--- config.mk ---
export PLATFORM = sky130hd
export DESIGN_NAME = slot_pool_lru_evict_top
export DESIGN_NICKNAME = d
export VERILOG_FILES = /design/src/rtl/splru_pkg.sv /design/src/rtl/splru_ram.sv /design/src/rtl/slot_pool_lru_evict_top.sv
export SDC_FILE = /design/constraint.sdc
export NUM_CORES = 2
export LEC_CHECK = 0
export ABC_AREA = 0
export BUFFER_PORTS_ARGS = -buffer_cell sky130_fd_sc_hd__buf_2
export CAP_MARGIN = 20
export CORE_MARGIN = 2
export CORE_UTILIZATION = 41
export DETAILED_ROUTE_END_ITERATION = 7
export GPL_TIMING_DRIVEN = 0
export PLACE_DENSITY_LB_ADDON = 0.05
export SLEW_MARGIN = 5
export SYNTH_ARGS = -nofsm -noshare
export SYNTH_HDL_FRONTEND = slang
export SYNTH_SLANG_ARGS = --single-unit
--- constraint.sdc ---
create_clock -name clk -period 12.4 [get_ports clk]
set_input_delay 1.24 -clock clk [delete_from_list [all_inputs] [get_ports clk]]
set_output_delay 1.24 -clock clk [all_outputs]
set_load 0.005 [all_outputs]
--- src/rtl/splru_pkg.sv ---
`timescale 1ns / 1ps
`default_nettype none

package splru_pkg;

    // Pool size and stamp width
    localparam int SLOTS     = 16;
    localparam int TICK_BITS = 32;

    // Derived widths
    localparam int IDX_W = (SLOTS > 1) ? $clog2(SLOTS) : 1;
    localparam int CNT_W = $clog2(SLOTS + 1);

    // Status codes
    localparam logic STATUS_OK  = 1'b0;
    localparam logic STATUS_ERR = 1'b1;

    // Operation codes
    typedef enum logic [1:0] {
        MODE_ALLOC = 2'd0,
        MODE_GET   = 2'd1,
        MODE_TOUCH = 2'd2,
        MODE_FREE  = 2'd3
    } mode_t;

    // Sequencer states
    typedef enum logic [2:0] {
        ST_IDLE,
        ST_EXEC,
        ST_SCAN,
        ST_ALLOC,
        ST_GET,
        ST_DONE
    } state_t;

    // Request and response payloads
    typedef struct packed {
        mode_t              mode;
        logic [7:0]         slot_index;
        logic signed [31:0] payload;
    } req_t;

    typedef struct packed {
        logic               status;
        logic [7:0]         granted_slot;
        logic signed [31:0] read_data;
        logic [31:0]        read_stamp;
    } rsp_t;

endpackage

`default_nettype wire

--- src/rtl/splru_ram.sv ---
`timescale 1ns / 1ps
`default_nettype none

// Simple dual-port RAM: one write port, one read port with registered data
module splru_ram #(
    parameter int WIDTH = 32,
    parameter int DEPTH = 16
) (
    input  wire logic                             clk,
    input  wire logic                             we,
    input  wire logic [$clog2(DEPTH > 1 ? DEPTH : 2)-1:0] waddr,
    input  wire logic [WIDTH-1:0]                 wdata,
    input  wire logic [$clog2(DEPTH > 1 ? DEPTH : 2)-1:0] raddr,
    output logic      [WIDTH-1:0]                 rdata
);

    logic [WIDTH-1:0] mem [DEPTH];

    always_ff @(posedge clk)
    begin
        if (we)
        begin
            mem[waddr] <= wdata;
        end
        rdata <= mem[raddr];
    end

endmodule

`default_nettype wire

--- src/rtl/slot_pool_lru_evict_top.sv ---
`timescale 1ns / 1ps
`default_nettype none

// Flow: alloc runs IDLE, SCAN, ALLOC, DONE (one slot of the stamp RAM read per
// cycle while scanning); a get of a used in-range slot runs IDLE, EXEC, GET, DONE;
// touch, free and any erroring get run IDLE, EXEC, DONE. One request at a time:
// the next request transfer comes only back in IDLE, and DONE holds while an older
// response still waits in the output register.
// Reset: async active low; pool empty, tick zero, no response pending.
module slot_pool_lru_evict_top (
    input  wire logic            clk,
    input  wire logic            rst_n,
    input  wire logic            req_valid,
    output logic                 req_ready,
    input  wire splru_pkg::req_t req,
    output logic                 rsp_valid,
    input  wire logic            rsp_ready,
    output splru_pkg::rsp_t      rsp
);

    localparam int IDX_W = splru_pkg::IDX_W;
    localparam int CNT_W = splru_pkg::CNT_W;
    localparam int TW    = splru_pkg::TICK_BITS;

    splru_pkg::state_t state_reg, state_next;

    splru_pkg::req_t   req_reg, req_next;
    logic [TW-1:0]     tick_reg, tick_next;
    logic [splru_pkg::SLOTS-1:0] used_reg, used_next;

    // Scan bookkeeping
    logic [CNT_W-1:0]  ptr_reg, ptr_next;
    logic              cmp_valid_reg, cmp_valid_next;
    logic [IDX_W-1:0]  cmp_idx_reg, cmp_idx_next;
    logic              found_free_reg, found_free_next;
    logic [IDX_W-1:0]  free_idx_reg, free_idx_next;
    logic [IDX_W-1:0]  best_idx_reg, best_idx_next;
    logic [TW-1:0]     best_stamp_reg, best_stamp_next;

    splru_pkg::rsp_t   result_reg, result_next;
    splru_pkg::rsp_t   rsp_reg, rsp_next;
    logic              rsp_valid_reg, rsp_valid_next;

    // RAM ports
    logic              data_we, stamp_we;
    logic [IDX_W-1:0]  waddr, raddr;
    logic [31:0]       data_rd;
    logic [TW-1:0]     stamp_rd;

    logic              req_fire, rsp_fire;
    logic              in_range_new, in_range;
    logic [IDX_W-1:0]  req_idx;
    logic [IDX_W-1:0]  pick_idx;
    logic              scan_last;

    splru_ram #(.WIDTH(32), .DEPTH(splru_pkg::SLOTS)) u_data_ram (
        .clk   (clk),
        .we    (data_we),
        .waddr (waddr),
        .wdata (req_reg.payload),
        .raddr (raddr),
        .rdata (data_rd)
    );

    splru_ram #(.WIDTH(TW), .DEPTH(splru_pkg::SLOTS)) u_stamp_ram (
        .clk   (clk),
        .we    (stamp_we),
        .waddr (waddr),
        .wdata (tick_reg),
        .raddr (raddr),
        .rdata (stamp_rd)
    );

    // Handshakes and decode
    assign req_ready    = (state_reg == splru_pkg::ST_IDLE);
    assign req_fire     = req_valid && req_ready;
    assign rsp_fire     = rsp_valid_reg && rsp_ready;
    assign rsp_valid    = rsp_valid_reg;
    assign rsp          = rsp_reg;
    assign in_range_new = ({1'b0, req.slot_index} < 9'(splru_pkg::SLOTS));
    assign in_range     = ({1'b0, req_reg.slot_index} < 9'(splru_pkg::SLOTS));
    assign req_idx      = req_reg.slot_index[IDX_W-1:0];
    assign pick_idx     = found_free_reg ? free_idx_reg : best_idx_reg;
    assign scan_last    = cmp_valid_reg && (cmp_idx_reg == IDX_W'(splru_pkg::SLOTS - 1));

    // Next state
    always_comb
    begin
        state_next = state_reg;
        case (state_reg)
            splru_pkg::ST_IDLE:
            begin
                if (req_fire)
                begin
                    state_next = (req.mode == splru_pkg::MODE_ALLOC) ?
                                 splru_pkg::ST_SCAN : splru_pkg::ST_EXEC;
                end
            end
            splru_pkg::ST_EXEC:
            begin
                if (req_reg.mode == splru_pkg::MODE_GET && in_range && used_reg[req_idx])
                begin
                    state_next = splru_pkg::ST_GET;
                end
                else
                begin
                    state_next = splru_pkg::ST_DONE;
                end
            end
            splru_pkg::ST_SCAN:
            begin
                if (scan_last)
                begin
                    state_next = splru_pkg::ST_ALLOC;
                end
            end
            splru_pkg::ST_ALLOC: state_next = splru_pkg::ST_DONE;
            splru_pkg::ST_GET:   state_next = splru_pkg::ST_DONE;
            splru_pkg::ST_DONE:
            begin
                if (!rsp_valid_reg || rsp_ready)
                begin
                    state_next = splru_pkg::ST_IDLE;
                end
            end
            default: state_next = splru_pkg::ST_IDLE;
        endcase
    end

    // Datapath and outputs
    always_comb
    begin
        req_next        = req_reg;
        tick_next       = tick_reg;
        used_next       = used_reg;
        ptr_next        = ptr_reg;
        cmp_valid_next  = 1'b0;
        cmp_idx_next    = cmp_idx_reg;
        found_free_next = found_free_reg;
        free_idx_next   = free_idx_reg;
        best_idx_next   = best_idx_reg;
        best_stamp_next = best_stamp_reg;
        result_next     = result_reg;
        rsp_next        = rsp_reg;
        rsp_valid_next  = rsp_valid_reg && !rsp_ready;
        data_we         = 1'b0;
        stamp_we        = 1'b0;
        waddr           = req_idx;
        raddr           = req_idx;

        case (state_reg)
            splru_pkg::ST_IDLE:
            begin
                if (req_fire)
                begin
                    req_next        = req;
                    ptr_next        = '0;
                    found_free_next = 1'b0;
                    result_next     = '0;
                    // tick advances for alloc and in-range touch
                    if (req.mode == splru_pkg::MODE_ALLOC ||
                        (req.mode == splru_pkg::MODE_TOUCH && in_range_new))
                    begin
                        tick_next = tick_reg + TW'(1);
                    end
                end
            end
            splru_pkg::ST_EXEC:
            begin
                if (!in_range)
                begin
                    result_next.status = splru_pkg::STATUS_ERR;
                end
                else
                begin
                    case (req_reg.mode)
                        splru_pkg::MODE_GET:
                        begin
                            if (!used_reg[req_idx])
                            begin
                                result_next.status = splru_pkg::STATUS_ERR;
                            end
                        end
                        splru_pkg::MODE_TOUCH: stamp_we = 1'b1;
                        splru_pkg::MODE_FREE:  used_next[req_idx] = 1'b0;
                        default: ;
                    endcase
                end
            end
            splru_pkg::ST_SCAN:
            begin
                // Issue one stamp read per cycle, compare the one from last cycle
                raddr = ptr_reg[IDX_W-1:0];
                if (ptr_reg < CNT_W'(splru_pkg::SLOTS))
                begin
                    ptr_next       = ptr_reg + CNT_W'(1);
                    cmp_valid_next = 1'b1;
                    cmp_idx_next   = ptr_reg[IDX_W-1:0];
                end
                if (cmp_valid_reg)
                begin
                    if (!found_free_reg && !used_reg[cmp_idx_reg])
                    begin
                        found_free_next = 1'b1;
                        free_idx_next   = cmp_idx_reg;
                    end
                    if (cmp_idx_reg == '0 || stamp_rd < best_stamp_reg)
                    begin
                        best_idx_next   = cmp_idx_reg;
                        best_stamp_next = stamp_rd;
                    end
                end
            end
            splru_pkg::ST_ALLOC:
            begin
                waddr                    = pick_idx;
                data_we                  = 1'b1;
                stamp_we                 = 1'b1;
                used_next[pick_idx]      = 1'b1;
                result_next.granted_slot = 8'(pick_idx);
            end
            splru_pkg::ST_GET:
            begin
                result_next.read_data  = data_rd;
                result_next.read_stamp = 32'(stamp_rd);
            end
            splru_pkg::ST_DONE:
            begin
                if (!rsp_valid_reg || rsp_ready)
                begin
                    rsp_next       = result_reg;
                    rsp_valid_next = 1'b1;
                end
            end
            default: ;
        endcase
    end

    // Control registers
    always_ff @(posedge clk or negedge rst_n)
    begin
        if (!rst_n)
        begin
            state_reg     <= splru_pkg::ST_IDLE;
            tick_reg      <= '0;
            used_reg      <= '0;
            rsp_valid_reg <= 1'b0;
            cmp_valid_reg <= 1'b0;
            ptr_reg       <= '0;
        end
        else
        begin
            state_reg     <= state_next;
            tick_reg      <= tick_next;
            used_reg      <= used_next;
            rsp_valid_reg <= rsp_valid_next;
            cmp_valid_reg <= cmp_valid_next;
            ptr_reg       <= ptr_next;
        end
    end

    // Payload registers
    always_ff @(posedge clk)
    begin
        req_reg        <= req_next;
        cmp_idx_reg    <= cmp_idx_next;
        found_free_reg <= found_free_next;
        free_idx_reg   <= free_idx_next;
        best_idx_reg   <= best_idx_next;
        best_stamp_reg <= best_stamp_next;
        result_reg     <= result_next;
        rsp_reg        <= rsp_next;
    end

endmodule

`default_nettype wire

Yosys cells after proc, flatten, opt, wreduce, memory -nomap -nowiden

Memories as Yosys holds them, arrays and structs flattened. A register that Yosys moved wholly into a read port is not among the register bits.
Cells that the tools add are included.

Multipliers: 0
Divide/modulo/power cells: 0
Equal/unequal tests: 20
Bitwise gates (word level): 3
Add/sub/neg operators: 2
Order comparisons: 9
Reductions and logical operators: 38
Mux-type cells: 46
Shift operators: 0

Operators by type and width:

| operator                                                    | count |
|---|---|
| case mux 64 bit (2 select lines)                            | 1 |
| two-way mux 73 bit                                          | 1 |
| adder 32 x 1 -> 32 bit (second input constant)              | 1 |
| less-than comparator 32 bit                                 | 1 |
| two-way mux 16 bit                                          | 2 |
| case mux 16 bit (2 select lines)                            | 1 |
| two-way mux 1 bit                                           | 22 |
| AND reduction 3 bit                                         | 6 |
| AND 16 bit                                                  | 1 |
| less-than comparator 8 x 5 -> 1 bit (second input constant) | 2 |
| inverter 16 bit                                             | 1 |
| bitwise OR 16 bit                                           | 1 |
| case mux 8 bit (2 select lines)                             | 1 |
| less-than comparator 4 x 5 -> 1 bit (second input constant) | 3 |
| case mux 3 bit (5 select lines)                             | 1 |
| two-way mux 4 bit                                           | 3 |
| != test 2 bit (second input constant)                       | 6 |
| two-way mux 5 bit                                           | 2 |
| case mux 5 bit (2 select lines)                             | 1 |
| AND reduction 2 bit                                         | 5 |
| nonzero test 2 bit                                          | 5 |
| logical AND 1 bit                                           | 9 |
| two-way mux 3 bit                                           | 3 |
| binary-select mux 1 bit (select 4 bit)                      | 2 |
| 21 further kinds                                            | 37 |

Memories kept: 2
ROM bits: 0
Bits in writable memories: 1024
Flip-flop bits (word level): 291
Latch bits: 0
Input port bits: 46

Memory list:

| name            | depth | width | read ports | clocked after memory_dff | wr ports | line            | RTL |
|---|---|---|---|---|---|---|---|
| u_data_ram.mem  | 16    | 32    | 1          | 1                        | 1        | splru_ram.sv:17 | `logic [WIDTH-1:0] mem [DEPTH];` |
| u_stamp_ram.mem | 16    | 32    | 1          | 1                        | 1        | splru_ram.sv:17 |  |

Depth between registers and ports, before layout

Depth after elaboration: 9
Mapped depth: 12
Mapped depth without buffers: 8

By module

From an unflattened synthesis, not the netlist that was laid out.

Cell total of the unflattened synthesis: 2405
Area, all modules: 50893.8 µm²

By module, submodules not included:

| module                  | area each (µm²) | cells an instance | sequential area each (µm²) | instances |
|---|---|---|---|---|
| splru_ram               | 19835.3         | 838               | 16015.4                    | 2 |
| slot_pool_lru_evict_top | 11223.3         | 729               | 8207.9                     | 1 |

Least setup slack after synthesis

Ideal clock, no wire load.

Path type: input -> register
From: in rsp_ready
To: reg rsp_reg (netlist bit rsp[0]) (enable)
Data arrival time: 4460 ps
Library setup time: 504 ps
Cell stages on the path: 2
Required time: 11896 ps
Setup slack: 7436 ps
Cell sequence: nand2b_1 > nor2b_1

Word-level cells in the longest chain between the ends: 2

RTL lines:

| item                          | line                           | RTL |
|---|---|---|
| start, declared               | slot_pool_lru_evict_top.sv:17  | `input wire logic rsp_ready,` |
| logical OR 1 bit              | slot_pool_lru_evict_top.sv:229 | `if (!rsp_valid_reg \|\| rsp_ready)` |
| AND reduction 2 bit (no line) | --                             |  |
| end signal, assigned          | slot_pool_lru_evict_top.sv:272 | `rsp_reg <= rsp_next;` |
| end, declared                 | slot_pool_lru_evict_top.sv:41  | `splru_pkg::rsp_t rsp_reg, rsp_next;` |

Every way passes these cells.
A chain may end at the register's enable or synchronous reset.

Final worst setup path

From: reg state_reg[2]
To: mem u_stamp_ram.mem[12][15] (enable)

Word-level cells in the longest chain between the ends: 4

RTL lines:

| item                                                             | line                           | RTL |
|---|---|---|
| start, declared                                                  | slot_pool_lru_evict_top.sv:25  | `splru_pkg::state_t state_reg, state_next;` |
| start signal, assigned                                           | slot_pool_lru_evict_top.sv:244 | `state_reg <= splru_pkg::ST_IDLE;` |
| start signal, assigned                                           | slot_pool_lru_evict_top.sv:253 | `state_reg <= state_next;` |
| == test 3 x 2 -> 1 bit or == test 3 x 1 -> 1 bit (tied branches) | slot_pool_lru_evict_top.sv:151 | `case (state_reg)` |
| case mux 1 bit (2 select lines)                                  | slot_pool_lru_evict_top.sv:151 |  |
| two-way mux 1 bit                                                | splru_ram.sv:21                | `if (we)` |
| two-way mux 1 bit (implied by the code)                          | splru_ram.sv:23                | `mem[waddr] <= wdata;` |
| end, declared                                                    | splru_ram.sv:17                |  |

Several ways; a longest one is shown, not always the timed one.

==> results.md <==
Setup path:
- The type of element launching the critical path is a flip-flop.
- On the critical path, the stage with the largest delay is an instance of sky130_fd_sc_hd__nor2_4.
- Across all register-to-register paths, the minimum setup slack is 8360 ps.
- The maximum single-stage delay on the critical path is 710 ps.
- Along the worst path, the maximum fanout reaches 19.
- Data arrives at the worst endpoint at 4500 ps.
- The critical path contains buffers and inverters numbering 4 combined.
- At the worst endpoint, the required time is 12,860 ps.
- The cell family contributing the most delay on the critical path is simple AND/OR/NAND/NOR gates.
- Walking the worst path, the cells encountered are buf_6, inv_2, nand3_1, clkbuf_1, nor2_1, nand2_1, a21o_1, nor2_4, buf_16.
- The worst setup path is captured at a flip-flop.
- The kind of critical path is flip-flop to flip-flop.

Layout:
- The number of nets at the end of the flow is 4,022.
- The layout cell share with drive strength beyond 1 is 12.6%.
- The largest registers in the layout are u_data_ram.mem x512, u_stamp_ram.mem x512.
- The final design instance area without fill is 61,000 µm².
- The top cell types in the final layout, fill and taps aside, are sky130_fd_sc_hd__edfxtp_1, sky130_fd_sc_hd__nand2_1, sky130_fd_sc_hd__nand3_1.
- The area growth from synthesis to layout is 16.3%.
- The leading cell type in the layout, fill and taps excluded is sky130_fd_sc_hd__edfxtp_1.

Clock tree:
- After clock tree synthesis, the clock-pin slew on the worst setup and hold paths is 60 ps.
- Gates resized during post-CTS repair numbered 0.
- The root buffer cell is sky130_fd_sc_hd__clkbuf_16.
- The level count of the clock H-tree is 4.
- No sink is reached through more buffers than the 3 on the longest clock path.
- The CTS buffer count is 150.
- The insertion delay of the later-clocked pin in the worst-skew pair is 770 ps.
- TritonCTS built the clock tree.
- The total number of clock tree sinks is 1,371.
- Post-CTS timing repair inserted 0 buffers for setup.
- The number of buffers inserted for hold repair after clock tree synthesis is 0.

Global route:
- The total global routing track utilization is 21.6%.
- The initial antenna violation count is 11.
- The pin count of the biggest net entering global routing is 55.
- The number of global-route vias before repair is 29,500.
- The first-pass GRT wire length is 206,000 µm.
- After global routing the overflow that remains totals 0.

Detailed routing:
- The via count is 30,300.
- The routed length per instance is 24.6 µm.
- The via density per instance is 5.28.
- The first detailed-routing pass took 5 iterations.
- The remaining antenna violation count after routing is 0.
- The number of remaining DRC errors is 0.
- The overall routed net length is 141,000 µm.
- After the first detailed-routing iteration, the DRC count stood at 2,513.

Die:
- The effective utilization at floorplan is 41.2%.
- The die is 362 µm tall.
- The number of top-level pins is 121.
- The die covers 131,000 µm².
- In this run the horizontal extent of the chip is 362 µm.
- The floorplan step defined a core boundary enclosing 127,000 µm².
- The number of rows created at floorplan is 131.

Synth:
- In this run, distinct cell masters in the synthesized netlist total 58.
- The mapped cell area is 52,500 µm².
- Summing the areas of all and, or, nand and nor instances in the mapped netlist gives 12.6% of the synthesized area.
- Sorting the synthesized cells by area gives the leading types as sky130_fd_sc_hd__edfxtp_1, sky130_fd_sc_hd__nand2_1, sky130_fd_sc_hd__nand3_1.
- The number of synthesized flops with an enable pin is 1,249.
- After synthesis, the largest family of logic cells by area is simple AND/OR/NAND/NOR gates.
- The mux share of post-synthesis cell area is 4.32%.
- Summing the areas of all fa, ha and maj instances in the mapped netlist gives 0.787% of the synthesized area.
- After synthesis the netlist holds a flip-flop and latch count of 1,371.
- The share of the synthesized area in the top cell type is 71.5%.
- The predominant post-synthesis flop cell is sky130_fd_sc_hd__edfxtp_1.
- Of all cell types, the one taking the most synthesized area is sky130_fd_sc_hd__edfxtp_1.
- The Yosys step of the flow raised 0 warnings.
- The sequential element share of the synthesized area is 76.7%.
- The synthesized netlist devotes 3.15% of its cell area to compound gates.
- The cell count after synthesis came out at 3,626.
- In this run the mean area of a mapped cell was 14.5 µm².
- In the synthesized netlist the async set-or-reset flop fraction comes to 4.23%.
- The synthesized netlist devotes 0.551% of its cell area to XOR and XNOR gates.

Pwr:
- The total power consumption of the routed design is 12.4 mW.
- VDD sags by at most 169 µV.
- The leakage power of the design is 22.6 nW.
- Dividing total power by cell area gives a power density of 203 nW/µm².

Timing:
- Hold is met by 292 ps.
- After layout, the minimum clock period comes to 4040 ps.
- The number of setup violations in the final report is 0.
- Setup repair after global routing left no endpoint under its margin.
- The hold violation count in the final report came to 0.
- The final sum of negative setup slack is 0 ps.
- The final critical path takes up 32.5% of the cycle.
- The worst slew margin relative to its limit is 25.6%.
- Setup slack on the critical path of the routed design comes to 8360 ps.
- The fmax is 0.248 GHz.
- The slew of the pin with the lowest slew margin is 1110 ps.
- The final max-slew violation count is 0.
- Clock skew on the completed layout was measured at 25.4 ps.

Hold path:
- In this run the worst hold path is classified as input pin to async pin.

Placement:
- The global placement routability congestion is 0.781.
- Before CTS, the worst setup slack after placement is 8320 ps.
- The placed instances occupy a cell area of 56,400 µm².
- The placed wire-length estimate is 92,900 µm.
- The number of buffers added on ports is 116.

Run status:
- The flow ran to the end, and the final reports show no timing, DRC or antenna violations.

Run:
- The max-cap violation count is 0.
## synthesized netlist by cell type (all sizes together), types with 4 or more instances
| master | count |
|---|---|
| a21o | 10 |
| a21oi | 14 |
| a31oi | 4 |
| a32oi | 64 |
| and2 | 68 |
| and3 | 7 |
| and4 | 4 |
| buf | 91 |
| clkbuf | 106 |
| dfrtp | 58 |
| dfxtp | 64 |
| edfxtp | 1249 |
| ha | 33 |
| inv | 37 |
| mux2 | 9 |
| mux2i | 196 |
| mux4 | 9 |
| nand2 | 934 |
| nand2b | 12 |
| nand3 | 399 |
| nand3b | 6 |
| nand4 | 13 |
| nor2 | 60 |
| nor3 | 5 |
| nor4 | 4 |
| o21ai | 41 |
| o221ai | 66 |
| o22ai | 4 |
| xnor2 | 28 |
| xor2 | 5 |
## logic make-up (layout without fill, tap and decap cells)
family	count (synthesis)	in the layout
adders and majority gates	33	33
buffers and inverters	234	666
DFF	1371	1371
other	1	7
muxes	214	214
AOI/OAI and AO/OA	215	215
and+or+nand+nor	1525	1525
xor gates and xnor gates	33	33
## per-layer routing
metal  wire length, µm  GRT usage [%]  share of wire, %  up-vias
li1                  -              -                 -    14000
met1             62700           29.9                45    15300
met2             68700           35.7                49      772
met3              6170           2.79               4.4      210
met4              3190           6.31               2.3        0
met5                 0              0                 0        -
## worst paths after layout
| check | start | to | depth (start not counted) |
|---|---|---|---|
| setup / recovery | state_reg[2] | u_stamp_ram.mem[12][15] | 9 |
| hold / removal | rst_n | tick_reg[16] | 1 |
| setup reg to reg | state_reg[2] | u_stamp_ram.mem[12][15] | 9 |
| hold reg to reg | result_reg[38] | rsp[38] | 0 |
| max in group asynchronous | rst_n | used_reg[8] | 2 |
| min in group clk | result_reg[38] | rsp[38] | 0 |
## power by group
| group | switching, mW | leakage, nW | internal [mW] |
|---|---|---|---|
| clock network | 1.79 | 2.28 | 2.49 |
| logic | 1.61 | 6.56 | 0.649 |
| registers | 0.249 | 13.8 | 5.60 |
## worst register-to-register path: stages (launching register included)
cell and delay, ps:
sky130_fd_sc_hd__dfrtp_1 370, sky130_fd_sc_hd__buf_6 140, sky130_fd_sc_hd__inv_2 90, sky130_fd_sc_hd__nand3_1 200, sky130_fd_sc_hd__clkbuf_1 330, sky130_fd_sc_hd__nor2_1 630
sky130_fd_sc_hd__nand2_1 510, sky130_fd_sc_hd__a21o_1 480, sky130_fd_sc_hd__nor2_4 710, sky130_fd_sc_hd__buf_16 250
## area by class of cell
type | count | area (µm²)
plain buffers | 197 | 865
repair buffers | 162 | 1530
multi-input cells | 2024 | 11500
clock buffers | 212 | 4180
fillers | 11100 | 66300
well taps | 1662 | 2080
clock inverters | 58 | 467
diodes | 3 | 7.51
inverters | 37 | 141
flip-flops and latches | 1371 | 40200
## through the flow
step | std cells | util [%]
CTS | 5722 | 47.9
global placement | 5407 | 43.3
detailed placement | 5452 | 44.3
global route | 5723 | 47.9
floorplan | 3629 | -
finish | 5726 | 47.9
Power figures use the tool's default switching activity.
